## config.mk

```make
export PLATFORM = sky130hd
export DESIGN_NAME = ffa_ring
export DESIGN_NICKNAME = d
export VERILOG_FILES = /design/src/rtl/ffa_pkg.sv /design/src/rtl/ffa_cell.sv /design/src/rtl/ffa_ring.sv
export SDC_FILE = /design/constraint.sdc
export NUM_CORES = 2
export LEC_CHECK = 0
export ABC_AREA = 1
export BUFFER_PORTS_ARGS = -buffer_cell sky130_fd_sc_hd__buf_2
export CORE_MARGIN = 1
export CORE_UTILIZATION = 45
export DETAILED_ROUTE_END_ITERATION = 8
export PLACE_DENSITY = 0.63
export REMOVE_ABC_BUFFERS = 1
export SLEW_MARGIN = 40
export SYNTH_ARGS = -nofsm -noshare
export SYNTH_HDL_FRONTEND = slang
export SYNTH_HIERARCHICAL = 1
export SYNTH_SLANG_ARGS = --single-unit
export TNS_END_PERCENT = 10
```

## constraint.sdc

```tcl
create_clock -name clk -period 2.93 [get_ports clk]
set_input_delay 0 -clock clk [delete_from_list [all_inputs] [get_ports clk]]
set_output_delay 0 -clock clk [all_outputs]
set_load 0.02 [all_outputs]
```

## src/rtl/ffa_pkg.sv

```systemverilog
package ffa_pkg;

  localparam int ALLOC_SLOTS_DEF  = 32;
  localparam int OFFSET_BITS_DEF  = 20;
  localparam int HEADER_BYTES_DEF = 4;

  localparam logic [1:0] ST_OK       = 2'd0;
  localparam logic [1:0] ST_NO_FIT   = 2'd1;
  localparam logic [1:0] ST_FULL     = 2'd2;
  localparam logic [1:0] ST_NOT_HELD = 2'd3;

  localparam logic OP_ALLOC = 1'b0;
  localparam logic OP_FREE  = 1'b1;

  typedef struct packed {
    logic shift;
    logic restart;
  } ring_ctl_t;

endpackage

```

## src/rtl/ffa_cell.sv

```systemverilog
module ffa_cell #(
  parameter int FW       = 20,
  parameter int PW       = 21,
  parameter bit RST_USED = 1'b0
) (
  input  logic              clk,
  input  logic              rst_n,
  input  ffa_pkg::ring_ctl_t ctl,
  input  logic [PW-1:0]     rst_past,
  input  logic [FW+PW:0]    d,
  output logic [FW+PW:0]    q
);
  logic [FW+PW:0] q_r;

  // entry layout: used, first, past
  always_ff @(posedge clk) begin
    if (!rst_n || ctl.restart) begin
      q_r <= {RST_USED, {FW{1'b0}}, rst_past};
    end else if (ctl.shift) begin
      q_r <= d;
    end
  end

  assign q = q_r;
endmodule

```

## src/rtl/ffa_ring.sv

```systemverilog
module ffa_ring #(
  parameter int N         = 33,
  parameter int FW        = 20,
  parameter int PW        = 21,
  parameter bit HEAD_USED = 1'b0
) (
  input  logic              clk,
  input  logic              rst_n,
  input  ffa_pkg::ring_ctl_t ctl,
  input  logic [PW-1:0]     rst_past,
  input  logic [FW+PW:0]    tail_d,
  output logic [FW+PW:0]    head_q
);
  logic [FW+PW:0] chain [N];

  for (genvar i = 0; i < N; i++) begin : g_cell
    if (i == N - 1) begin : g_tail
      ffa_cell #(.FW(FW), .PW(PW), .RST_USED((i == 0) ? HEAD_USED : 1'b0)) u_cell (
        .clk(clk), .rst_n(rst_n), .ctl(ctl), .rst_past(rst_past),
        .d(tail_d), .q(chain[i])
      );
    end else begin : g_mid
      ffa_cell #(.FW(FW), .PW(PW), .RST_USED((i == 0) ? HEAD_USED : 1'b0)) u_cell (
        .clk(clk), .rst_n(rst_n), .ctl(ctl), .rst_past(rst_past),
        .d(chain[i+1]), .q(chain[i])
      );
    end
  end

  assign head_q = chain[0];
endmodule

```

==> impl_metrics.ini <==
[worst_setup_path]
worstReg2RegEnd = g_cell[24].g_mid.u_cell/q[7]
cp-start-kind = input pin
cp_max_fo = 33
timing.rr.start = g_cell[25].g_mid.u_cell/q[7]
end_kind = flop
worst_ep_required_time_ns = 3.38
rrSetupSlack_ns = 2.06
critPathKind = input pin to flop
worst-r2r-cell-count = 2
cp.arrival_ns = 2.31

[synthesis]
syn_area_per_cell_um2 = 9.085
yosysWarningCount = 6
ys_ff_latch = 1386
ys_seq_area_frac = 0.6287
synth_top_area_frac = 0.3772
ys_top_cells_by_area = edfxtp_1 38%, dfxtp_1 25%, nand2_1 24%
yosysTopAreaCell = edfxtp_1
syn_area_um2 = 55160
ys_types = 12
synthesis.instances = 6072

[clock_network]
clk_latency_ns = 0.73
path_clk_slew_ns = 0.06
cts.sinks = 1386
clock_path_buffers = 3
postCtsSetupBuffers = 0
hold_buffers = 83
numCtsBuffers = 141
cts_tree = done
htree_levels = 4
cts_resized = 0
cts-root-buf = clkbuf_16

[sta]
setup_viol = 0
maxSlewHeadroom = 0.4598
period_share = 0.6350
finalWorstPathRequiredPeriod_ns = 1.861
fmax_mhz = 537.4
setup_tns_ns = 0
rsz0062_at_grt = false
worst_pin_slew_ns = 0.8074
final_max_slew_viol_count = 0
skew_ns = 0.02113
hold_violations = 0

[placed_design]
placed_cell_area_um2 = 55820
gp_congestion = 0.7778
hpwl_um = 72140
port_buffers = 108

[route]
wl_per_cell_um = 14.92
drt-initial-drc-count = 2731
drt_wl_total_um = 117500
first_pass_iters = 6
vias = 38740
antenna_left = 0
drcViolationCount = 0
routed_via_density = 4.919

[global_routing]
grt_pass1_wl_um = 192400
grt_pass1_vias = 37360
antenna_found_initial = 1
grt_max_degree = 124
grt_usage = 0.1878
gr-total-overflow = 0

[layout]
final_cell_mix = 3494 x nand2_1, 693 x edfxtp_1, 693 x dfxtp_1, 594 x a21oi_1, 148 x clkbuf_16
drive_gt1_frac = 0.09502
final_nets = 6211
final_common_cell = nand2_1
finalInstanceArea_um2 = 61140
area_growth_pct = 10.83

[floorplan]
die_w_um = 352.1
io_pins = 109
coreArea_um2 = 121700
num_rows = 128
initial_core_util = 0.4532
dieArea_um2 = 124000
die_h_um = 352.1

[worst_hold_path]
hold_path_end = g_cell[32].g_tail.u_cell/q[27]
min_path_type = input pin to flop
min_path_cells = 4
min_from = tail_d[27]

[status]
outcome = complete, no violations

[power]
powerDensity_nw_per_um2 = 674.2
ir_worst_vdd_uv = 624.5
leakagePower_nw = 23.83

[flow_run]
drv_cap = 0
==> through the flow <==
stage / util / instances / hold WS (ns) / power, mW / setup WS [ns]
finish: 0.5023 / 7877 / 0.07018 / 41.22 / 1.069
global route: 0.5023 / 7877 / 0.05377 / 42.81 / 0.9904
CTS: 0.5011 / 7875 / 0.008899 / 41.64 / 1.145
detailed placement: 0.4586 / 7542 / 0.2595 / 24.57 / 1.001
global placement: 0.4581 / 7542 / 0.2558 / 24.52 / 1.017
floorplan: - / 5742 / 0.1405 / 23.44 / 1.745
==> worst max-delay path, cell delays in order <==
cell	delay [ns]
dlygate4sd3_1	0.55
buf_4	0.45
buf_12	0.32
inv_1	0.11
nor2_4	0.43
nand2_1	0.11
buf_4	0.26
==> report_power, final <==
group,switching [mW],internal [mW],leakage (nW)
clock,7.18,9.78,2.11
sequential,0.288,21.5,12.9
combinational,1.81,0.664,8.81
==> cells by family (layout without fill, tap and decap cells) <==
logic type | count (synthesis) | in the layout | synth area share
compound gates | 693 | 693 | 0.06961
other cells | 0 | 1 | 0
flops | 1386 | 1386 | 0.6287
simple gates | 3564 | 3564 | 0.2485
buf+inv | 429 | 608 | 0.05314
==> sequential cells by signal (all words and copies together), names as in the netlist <==
signal,flops
g_cell.g_mid.u_cell/q,1344
g_cell.g_tail.u_cell/q,42
==> worst max path at each step <==
| stage | startpoint | endpoint | slack [ns] | cells past startpoint |
|---|---|---|---|---|
| 6_report | rst_n | g_cell[5].g_mid.u_cell/q[2] | 1.07 | 7 |
| 5_1_grt | rst_n | g_cell[22].g_mid.u_cell/q[19] | 0.99 | 7 |
| 4_1_cts | rst_n | g_cell[32].g_tail.u_cell/q[8] | 1.15 | 6 |
| 3_5_place_dp | ctl[1] | g_cell[27].g_mid.u_cell/q[4] | 1.00 | 5 |
| 3_3_place_gp | ctl[1] | g_cell[27].g_mid.u_cell/q[20] | 1.02 | 5 |
| 2_1_floorplan | rst_n | g_cell[0].g_mid.u_cell/q[0] | 1.74 | 3 |
==> routing by layer <==
metal  GRT usage  share of wire  up-vias
li1            -              -    19560
met1      0.2511           0.45    18370
met2      0.3157           0.48      656
met3     0.03151          0.047      161
met4     0.04939          0.018        0
met5           0              0        -
==> final cells by class <==
type                    instances  area (um2)
multi-input cells            4257       17690
diodes                          1       2.502
well taps                    1625        2033
repair buffers                259        2014
clock buffers                 215        4085
flip-flops and latches       1386       34680
clock inverters                35       259.0
inverters                      99       371.6
fillers                     11350       60580
==> cells in the mapped netlist (all sizes together) <==
cell	n
nand2	3531
a21oi	693
dfxtp	693
edfxtp	693
buf	330
inv	99
nor2	33
Power figures use the tool's default switching activity.
